<file path="src/rtl/core/tdpt_pkg.sv">
// Shared types and constants for the trial-division prime test core.
`timescale 1ns / 1ps

package tdpt_pkg;

   // Smallest prime, and the first odd trial divisor.
   localparam int SMALLEST_PRIME = 2;
   localparam int FIRST_DIVISOR  = 3;

   // Status from the serial remainder unit back to the sequencer.
   typedef struct packed {
      logic done;      // one-cycle pulse: remainder is final
      logic rem_zero;  // remainder is zero, valid with done
   } rem_status_type;

endpackage

</file>
<file path="src/rtl/core/tdpt_rem_unit.sv">
// Bit-serial restoring remainder unit: one dividend bit per cycle.
`timescale 1ns / 1ps

module tdpt_rem_unit #(
   parameter int NUM_WIDTH = 32,
   parameter int DIV_WIDTH = 17
) (
   input  logic                     clock,
   input  logic                     reset,
   input  logic                     start,
   input  logic [NUM_WIDTH-1:0]     dividend,
   input  logic [DIV_WIDTH-1:0]     divisor,
   output tdpt_pkg::rem_status_type status
);

   localparam int CNT_WIDTH = (NUM_WIDTH > 1) ? $clog2(NUM_WIDTH) : 1;

   logic [NUM_WIDTH-1:0] dvd_ff;
   logic [DIV_WIDTH-1:0] dsr_ff;
   logic [DIV_WIDTH-1:0] rem_ff;
   logic [CNT_WIDTH-1:0] cnt_ff;
   logic                 run_ff;
   logic                 done_ff;

   logic [DIV_WIDTH:0]   trial;
   logic                 fits;

   // Shift the next dividend bit into the partial remainder and test it.
   assign trial = {rem_ff, dvd_ff[NUM_WIDTH-1]};
   assign fits  = (trial >= {1'b0, dsr_ff});

   always_ff @(posedge clock) begin
      if (reset) begin
         run_ff  <= 1'b0;
         done_ff <= 1'b0;
      end else begin
         done_ff <= 1'b0;
         if (start) begin
            dvd_ff <= dividend;
            dsr_ff <= divisor;
            rem_ff <= '0;
            cnt_ff <= '0;
            run_ff <= 1'b1;
         end else if (run_ff) begin
            // Subtract when the divisor fits, otherwise keep the partial remainder.
            if (fits) begin
               rem_ff <= DIV_WIDTH'(trial - {1'b0, dsr_ff});
            end else begin
               rem_ff <= DIV_WIDTH'(trial);
            end
            dvd_ff <= {dvd_ff[NUM_WIDTH-2:0], 1'b0};
            cnt_ff <= cnt_ff + CNT_WIDTH'(1);
            if (cnt_ff == CNT_WIDTH'(NUM_WIDTH - 1)) begin
               run_ff  <= 1'b0;
               done_ff <= 1'b1;
            end
         end
      end
   end

   assign status = '{done: done_ff, rem_zero: (rem_ff == '0)};

endmodule

</file>
<file path="src/rtl/core/trial_division_prime_test_core.sv">
// Top level of the trial-division prime test core: sequencer and result register.
`timescale 1ns / 1ps

// Usage
//   Request channel (req_valid, req_stall, req_value): one signed number per
//   transaction. req_stall is high while a test is in progress; the core takes
//   a new transaction only from its idle state.
//   Response channel (rsp_valid, rsp_stall, rsp_prime_flag): one transaction per
//   request, in order. The result sits in an output register, so the core goes
//   back to idle and takes the next request while an earlier result waits.
//   Negatives, 0, 1, 2 and even numbers go straight from idle to the finish
//   state. Odd numbers run odd divisors d = 3, 5, ... while d*d <= value; each
//   divisor costs one bound check plus a full pass of the bit-serial remainder
//   unit, which takes one dividend bit per cycle.
//   The bound d*d is kept as a running square (add 4d + 4 per step), so no
//   multiplier is needed.
//   When the receiver stalls, a finished result holds in the finish state
//   until the output register frees up; the request side stays stalled.
//   Reset (synchronous, active high) returns to idle and drops any pending
//   result.

module trial_division_prime_test_core #(
   parameter int VALUE_WIDTH = 32
) (
   input  logic                          clock,
   input  logic                          reset,
   input  logic                          req_valid,
   output logic                          req_stall,
   input  logic signed [VALUE_WIDTH-1:0] req_value,
   output logic                          rsp_valid,
   input  logic                          rsp_stall,
   output logic                          rsp_prime_flag
);

   // Divisor width covers sqrt of the largest positive value plus one step;
   // the running square is twice that wide and never overflows.
   localparam int DW = VALUE_WIDTH / 2 + 1;
   localparam int SW = 2 * DW;

   typedef enum logic [1:0] {
      ST_IDLE,
      ST_CHECK,
      ST_DIVIDE,
      ST_FINISH
   } state_type;

   state_type                state_ff;
   logic [VALUE_WIDTH-1:0]   value_ff;
   logic [DW-1:0]            div_ff;
   logic [SW-1:0]            sq_ff;
   logic                     prime_ff;
   logic                     rsp_valid_ff;
   logic                     rsp_prime_flag_ff;

   logic                     req_take;
   logic                     out_free;
   logic                     bound_hit;
   logic                     rem_start;
   logic                     below_two;
   logic                     is_two;
   tdpt_pkg::rem_status_type rem_status;

   assign req_stall = (state_ff != ST_IDLE);
   assign req_take  = req_valid && !req_stall;
   assign out_free  = !rsp_valid_ff || !rsp_stall;

   // Negatives, zero and one are never prime.
   assign below_two = req_value[VALUE_WIDTH-1] || (req_value[VALUE_WIDTH-1:1] == '0);
   assign is_two    = (req_value == VALUE_WIDTH'(tdpt_pkg::SMALLEST_PRIME));

   // Stop when the divisor squared passes the number: no factor found.
   assign bound_hit = (sq_ff > SW'(value_ff));
   assign rem_start = (state_ff == ST_CHECK) && !bound_hit;

   tdpt_rem_unit #(
      .NUM_WIDTH (VALUE_WIDTH),
      .DIV_WIDTH (DW)
   ) u_rem (
      .clock    (clock),
      .reset    (reset),
      .start    (rem_start),
      .dividend (value_ff),
      .divisor  (div_ff),
      .status   (rem_status)
   );

   always_ff @(posedge clock) begin
      if (reset) begin
         state_ff     <= ST_IDLE;
         rsp_valid_ff <= 1'b0;
      end else begin
         // Drop the result once the receiver takes it, unless a new one loads.
         if (rsp_valid_ff && !rsp_stall && (state_ff != ST_FINISH)) begin
            rsp_valid_ff <= 1'b0;
         end
         unique case (state_ff)
            ST_IDLE: begin
               if (req_take) begin
                  value_ff <= req_value;
                  div_ff   <= DW'(tdpt_pkg::FIRST_DIVISOR);
                  sq_ff    <= SW'(tdpt_pkg::FIRST_DIVISOR * tdpt_pkg::FIRST_DIVISOR);
                  priority if (is_two) begin
                     prime_ff <= 1'b1;
                     state_ff <= ST_FINISH;
                  end else if (below_two || !req_value[0]) begin
                     prime_ff <= 1'b0;
                     state_ff <= ST_FINISH;
                  end else begin
                     state_ff <= ST_CHECK;
                  end
               end
            end
            ST_CHECK: begin
               if (bound_hit) begin
                  prime_ff <= 1'b1;
                  state_ff <= ST_FINISH;
               end else begin
                  state_ff <= ST_DIVIDE;
               end
            end
            ST_DIVIDE: begin
               if (rem_status.done) begin
                  if (rem_status.rem_zero) begin
                     prime_ff <= 1'b0;
                     state_ff <= ST_FINISH;
                  end else begin
                     // Advance to the next odd divisor: (d+2)^2 = d^2 + 4d + 4.
                     div_ff   <= div_ff + DW'(2);
                     sq_ff    <= sq_ff + SW'({div_ff, 2'b00}) + SW'(4);
                     state_ff <= ST_CHECK;
                  end
               end
            end
            ST_FINISH: begin
               // Hold until the output register is free.
               if (out_free) begin
                  rsp_valid_ff      <= 1'b1;
                  rsp_prime_flag_ff <= prime_ff;
                  state_ff          <= ST_IDLE;
               end
            end
            default: begin
               state_ff <= ST_IDLE;
            end
         endcase
      end
   end

   assign rsp_valid      = rsp_valid_ff;
   assign rsp_prime_flag = rsp_prime_flag_ff;

   // Trial divisors are always odd while the bound is checked.
   a_divisor_odd: assert property (@(posedge clock) disable iff (reset)
      (state_ff == ST_CHECK) |-> div_ff[0])
      else $error("even trial divisor in bound check");

   // The remainder unit reports only while the sequencer waits for it.
   a_done_in_divide: assert property (@(posedge clock) disable iff (reset)
      rem_status.done |-> (state_ff == ST_DIVIDE))
      else $error("remainder done outside divide state");

   // An accepted transaction always leaves the idle state.
   a_take_leaves_idle: assert property (@(posedge clock) disable iff (reset)
      req_take |=> (state_ff != ST_IDLE))
      else $error("accepted request did not start a test");

   // A result is loaded only when the output register could take it.
   a_no_overwrite: assert property (@(posedge clock) disable iff (reset)
      (rsp_valid_ff && rsp_stall && state_ff == ST_FINISH) |=>
         (state_ff == ST_FINISH))
      else $error("result overwrote a pending response");

endmodule

</file>
<file path="config.mk">
export PLATFORM = sky130hd
export DESIGN_NAME = trial_division_prime_test_core
export DESIGN_NICKNAME = d
export VERILOG_FILES = /design/src/rtl/core/tdpt_pkg.sv /design/src/rtl/core/tdpt_rem_unit.sv /design/src/rtl/core/trial_division_prime_test_core.sv
export SDC_FILE = /design/constraint.sdc
export NUM_CORES = 1
export LEC_CHECK = 0
export BUFFER_PORTS_ARGS = -buffer_cell sky130_fd_sc_hd__buf_4
export CORE_MARGIN = 2
export CORE_UTILIZATION = 39
export DETAILED_ROUTE_END_ITERATION = 8
export GPL_TIMING_DRIVEN = 1
export SLEW_MARGIN = 10
export SYNTH_ARGS = -nofsm -noshare
export SYNTH_HDL_FRONTEND = slang
export SYNTH_SLANG_ARGS = --single-unit
</file>
<file path="constraint.sdc">
create_clock -name clock -period 9.04 [get_ports clock]
set_clock_uncertainty 0.05 [all_clocks]
set_input_delay 0.452 -clock clock [delete_from_list [all_inputs] [get_ports clock]]
set_output_delay 0.452 -clock clock [all_outputs]
set_load 0.01 [all_outputs]
</file>
=== Word-level counts from Yosys, hierarchy flattened ===
Index checks and enable logic that the tools add are counted.

* Add/sub/neg operators: 5
* Multiply operators: 0
* Divide/modulo/power cells: 0
* Order comparisons: 2
* Equal/unequal tests: 13
* Shift-type cells: 0
* Muxes and demuxes: 35
* Bitwise operators: 2
* Reduce and logical (&&, ||, !) cells: 27

{| class="wikitable"
|+ Operator list
! kind !! number
|-
| $mux 34 || 3
|-
| $mux 17 || 5
|-
| $pmux 34 s2 || 1
|-
| $mux 32 || 2
|-
| $add 34x19->34 || 1
|-
| $add 34x3->34 const B || 1
|-
| $gt 34x32->1 || 1
|-
| $pmux 17 s2 || 1
|-
| $eq 32x3->1 const B || 1
|-
| $logic_not 31->1 || 1
|-
| $ge 18x17->1 || 1
|-
| $add 17x2->17 const B || 1
|-
| $logic_not 17->1 || 1
|-
| $sub 17x17->17 || 1
|-
| $mux 1 || 14
|-
| $mux 2 || 6
|-
| $ne 2x2->1 const B || 6
|-
| $reduce_and 3->1 || 3
|-
| $pmux 2 s4 || 1
|-
| $reduce_and 7->1 || 1
|-
| $reduce_bool 2->1 || 3
|-
| $add 5x1->5 const B || 1
|-
| $eq 5x5->1 const B || 1
|-
| $logic_not 1->1 || 5
|-
| other kinds (14) || 22
|}

* Register bits: 161
* Latch bits: 0
* RAM bits: 0
* Bits in read-only memories: 0
* Input port bits: 36
* Output and inout bits: 3
* Logic and storage cells: 97
* Memories kept: 0

=== Depth between registers and ports, before layout ===
* Word-level depth: 7
* Depth in mapped cells: 11
* Gate-level depth less buffers: 9

=== Modules after synthesis ===
A second synthesis with hierarchy kept.

* Cell total of the unflattened synthesis: 850
* Area total of the unflattened synthesis: 9474.1 um2

{| class="wikitable"
|+ By module, submodules not included
! module !! instances !! cells an instance !! area each (um2) !! sequential area each (um2)
|-
| trial_division_prime_test_core || 1 || 528 || 5439.0 || 2492.4
|-
| tdpt_rem_unit || 1 || 322 || 4035.1 || 2172.1
|}

=== Worst setup path before layout ===
Ideal clock, no wire load.

* Kind: register to register
* From: register sq_ff[28]
* To: register u_rem.cnt_ff[0] (enable)
* Setup time: 0.466 ns
* Arrival time: 4.495 ns
* Data required time: 8.524 ns
* Path slack: 4.029 ns
* Stages on the path, launching flop included: 11
* Buffers on the path: 2
* Period minus slack after synthesis: 5.011 ns
* Cell sequence: edfxtp_1 ha_1 nand4_1 nor4_4 and4_1 a32o_1 or2_0 clkbuf_1 clkbuf_1 nor2_1 nor2_1

* Word-level cells in the longest chain between the ends: 5

{| class="wikitable"
|+ Ends and longest elaborated chain
! what !! line !! source
|-
| start: declaration || trial_division_prime_test_core.sv:50 || <nowiki>logic [SW-1:0] sq_ff;</nowiki>
|-
| start signal: assignment || trial_division_prime_test_core.sv:101 || <nowiki>sq_ff <= SW'(tdpt_pkg::FIRST_DIVISOR * tdpt_pkg::FIRST_DIVISOR);</nowiki>
|-
| start signal: assignment || trial_division_prime_test_core.sv:129 || <nowiki>sq_ff <= sq_ff + SW'({div_ff, 2'b00}) + SW'(4);</nowiki>
|-
| $gt 34x32->1 || trial_division_prime_test_core.sv:72 || <nowiki>assign bound_hit = (sq_ff > SW'(value_ff));</nowiki>
|-
| $logic_not 1->1 || trial_division_prime_test_core.sv:73 || <nowiki>assign rem_start = (state_ff == ST_CHECK) && !bound_hit;</nowiki>
|-
| $logic_and 1x1->1 || trial_division_prime_test_core.sv:73 ||
|-
| $reduce_bool 2->1 (no source line) || -- ||
|-
| $reduce_and 2->1 (no source line) || -- ||
|-
| end signal: assignment || tdpt_rem_unit.sv:52 || <nowiki>cnt_ff <= cnt_ff + CNT_WIDTH'(1);</nowiki>
|-
| end: declaration || tdpt_rem_unit.sv:21 || <nowiki>logic [CNT_WIDTH-1:0] cnt_ff;</nowiki>
|}

No other way between the ends.
A chain may end at the register's enable or synchronous reset.

=== Final worst setup path ===
* From: register sq_ff[21]
* To: register u_rem.dvd_ff[13] (enable)

* Word-level cells in the longest chain between the ends: 5

{| class="wikitable"
|+ Ends and longest elaborated chain
! what !! line !! source
|-
| $gt 34x32->1 || trial_division_prime_test_core.sv:72 ||
|-
| $logic_not 1->1 || trial_division_prime_test_core.sv:73 ||
|-
| $logic_and 1x1->1 || trial_division_prime_test_core.sv:73 ||
|-
| $reduce_bool 2->1 (no source line) || -- ||
|-
| $reduce_and 2->1 (no source line) || -- ||
|-
| end signal: assignment || tdpt_rem_unit.sv:39 || <nowiki>dvd_ff <= dividend;</nowiki>
|-
| end signal: assignment || tdpt_rem_unit.sv:51 || <nowiki>dvd_ff <= {dvd_ff[NUM_WIDTH-2:0], 1'b0};</nowiki>
|-
| end: declaration || tdpt_rem_unit.sv:18 || <nowiki>logic [NUM_WIDTH-1:0] dvd_ff;</nowiki>
|}

No other way between the ends.

==> summary.txt <==
Outcome
  – Outcome: complete, no violations

Global routing
  – Total track usage: 17.6%
  – First-pass GRT wire length: 33.4 mm
  – Remaining global-route overflow: 0
  – Vias in the first global route: 6375
  – Initial antenna violation count: 0
  – Largest net degree at the start of global routing: 48

Synth
  – Top_reg_cell synth: edfxtp_1
  – Number of synthesized flops with an enable pin: 151
  – Most common cell in the netlist: edfxtp_1
  – Ys Warns: 0
  – Mapped Cells: 848
  – Avg Inst Size Synth: 10.7 sq um
  – Seq cells post-synth: 156
  – Synth top cells by count: edfxtp_1, ha_1, nand2_1
  – Ys async rst share: 0%
  – Unique masters post-synth: 58
  – Mapped cell area: 9060 sq um
  – Synth top area share: 50.1%
  – Largest cells by area after synthesis: edfxtp_1, ha_1, o21ai_0
  – Sequential fraction of the synthesis area: 51.2%
  – Biggest area consumer among synthesized cells: edfxtp_1
  – Synthesized Nets: 971

Min path
  – WHS Path Cells: 1
  – Hold Path Class: in2reg

Pwr
  – Power consumption: 0.00330 W
  – Leak: 4.02 nW
  – P per Cell Area: 322 nW/um^2
  – Worst vdd ir: 0.000126 V

Timing
  – Final setup viols: 0
  – Max Slew Vio Count: 0
  – Setup TNS Final: 0 ns
  – Fin crit share: 44.3%
  – Final hold viol count: 0
  – Final min period: 4.01 ns
  – Worst Tran Pin Value: 1.13 ns
  – Fmax: 250 MHz
  – Max-slew headroom: 24.7%
  – RSZ-0062 raised after global routing: false

Critical path
  – Crit end category: flip-flop
  – CP max FO: 32
  – CP arrival: 4.03 ns
  – Worst setup SP type: flip-flop
  – Reg2reg path depth: 10
  – Critical path class: reg2reg
  – CP Data Required Time: 9.06 ns

Clock tree
  – Num CTS Buffers: 17
  – TritonCTS clock tree: done
  – # Post-CTS Setup Buffers: 0
  – Total clock sinks: 156
  – CTS Root Cell: clkbuf_16
  – Post-CTS Resized: 0
  – H-tree depth reported by CTS: 4
  – Clk_lat worst skew: 0.43 ns
  – # hold bufs at CTS: 0
  – Register clock-pin slew on the reported worst setup and hold paths: 0.07 ns
  – Clk buf depth: 2

Floorplanning
  – Site Rows: 55
  – Die area: 24500 sq um
  – Die height: 156 um
  – Initial Utilization: 39.9%
  – Core ar.: 22700 sq um
  – Die Wd: 156 um
  – Io pins: 39

Placement
  – Placer congestion estimate: 0.882
  – IO Port Bufs: 38
  – DPL Wire Length: 15.0 mm

Cells and area
  – Area Growth Syn to Fin: 13.3%
  – Diode count: 0
  – Final #Nets: 1013
  – Layout cells sized above 1: 9.75%

Route
  – Post-route ant nets: 0
  – Detailed-route wire length per cell: 17.4 um
  – Vias: 6527
  – Vias/cell: 5.49
  – Post-Route WL: 20.6 mm
  – DR DRC count: 0
  – Initial drt markers: 507
  – DRT Pass-1 Iters: 5

Run
  – # Max-Cap Violations: 0
path summary, 6_finish.rpt:
path                           startpoint  slack (ns)                          to
setup / recovery  sq_ff[21]$_SDFFCE_PP0P_        5.03  u_rem.dvd_ff[13]$_DFFE_PP_
hold / removal              req_value[25]        0.15      value_ff[25]$_DFFE_PP_
setup reg to reg  sq_ff[21]$_SDFFCE_PP0P_        5.03  u_rem.dvd_ff[13]$_DFFE_PP_
hold reg to reg        prime_ff$_DFFE_PP_        0.37    rsp_prime_flag$_DFFE_PP_
critical path, stage by stage, from the launching register on:
cell      delay [ns]
edfxtp_1        0.45
ha_1            0.34
a211oi_1        0.44
o21bai_1        0.14
o22ai_1         0.22
and4_1          0.32
or2_0           0.16
buf_4           0.29
nor2_1          0.11
nor2_4          0.55
buf_4           0.53
layer usage:
layer	GRT usage [%]	part of all wire (%)	wire length, um
met5	0	0	0
met1	25.6	49	10100
met2	27.0	45	9180
met3	3.46	5.1	1040
met4	4.54	1.3	260
logic make-up after synthesis:
kind of cell	after synthesis	synth area share [%]
xor+xnor	35	3.38
fa+ha+maj	87	12.2
mux	13	1.45
flops	156	51.2
simple gates	279	15.3
buf+inv	89	3.72
compound gates	189	12.8
metrics by stage:
step | instance area (sq um) | utilization [%] | std cells | worst slack [ns] | hold WS (ns)
2_1_floorplan | 9060 | - | 848 | 4.03 | 0.350
3_3_place_gp | 9690 | 42.7 | 1156 | 5.17 | 0.354
3_5_place_dp | 9690 | 42.7 | 1156 | 5.11 | 0.357
4_1_cts | 10300 | 45.2 | 1188 | 5.10 | 0.133
5_1_grt | 10300 | 45.2 | 1188 | 4.77 | 0.134
6_report | 10300 | 45.2 | 1188 | 5.03 | 0.152
registers in the layout, indices dropped and copies added (netlist names):
name / cells
u_rem.dvd_ff: 32
prime_ff: 1
div_ff: 16
u_rem.rem_ff: 17
rsp_prime_flag: 1
value_ff: 32
u_rem.run_ff: 1
u_rem.cnt_ff: 5
u_rem.dsr_ff: 16
u_rem.done_ff: 1
rsp_valid: 1
sq_ff: 31
state_ff: 2
area by class of cell:
| type | count | area, sq um |
|---|---|---|
| fillers | 2098 | 12500 |
| well taps | 285 | 357 |
| repair buffers | 45 | 338 |
| multi-input cells | 603 | 4110 |
| inverters | 67 | 251 |
| flip-flops and latches | 156 | 4630 |
| clock inverters | 15 | 139 |
| clock buffers | 17 | 425 |
power breakdown:
group | switching [W] | internal, W
Combinational | 0.000853 | 0.000530
Sequential | 0.000134 | 0.00109
Clock | 0.000316 | 0.000383
Total | 0.00130 | 0.00200
cell usage in the layout (no fill, tap or decap), types with 3 or more instances in the layout:
cell type   synthesis  routed
a211oi_1           14      14
a21boi_0            3       3
a21o_1             12      12
a21oi_1            45      45
a221oi_1            3       3
a31oi_1             5       5
and2_1              8       8
and3_1              7       7
and4_1              7       7
buf_4               0      45
clkbuf_16           0      17
clkinv_2            0       3
clkinvlp_4          0       4
dfxtp_1             5       5
edfxtp_1          151     151
ha_1               85      85
inv_1              67      67
inv_6               0       4
mux2i_1            12      12
nand2_1            81      81
nand2b_1            9       9
nand3_1            21      21
nand4_1            19      19
nand4b_1            5       5
nor2_1             77      72
nor2_4              0       3
nor3_1             10      10
nor4_1             10      10
o2111ai_1           4       4
o211ai_1            6       6
o21a_1              6       6
o21ai_0            68      68
o21bai_1            5       5
or3_1              13      13
or4_1               3       3
xnor2_1            13      13
xor2_1             22      22
(Power assumes the default switching activity.)
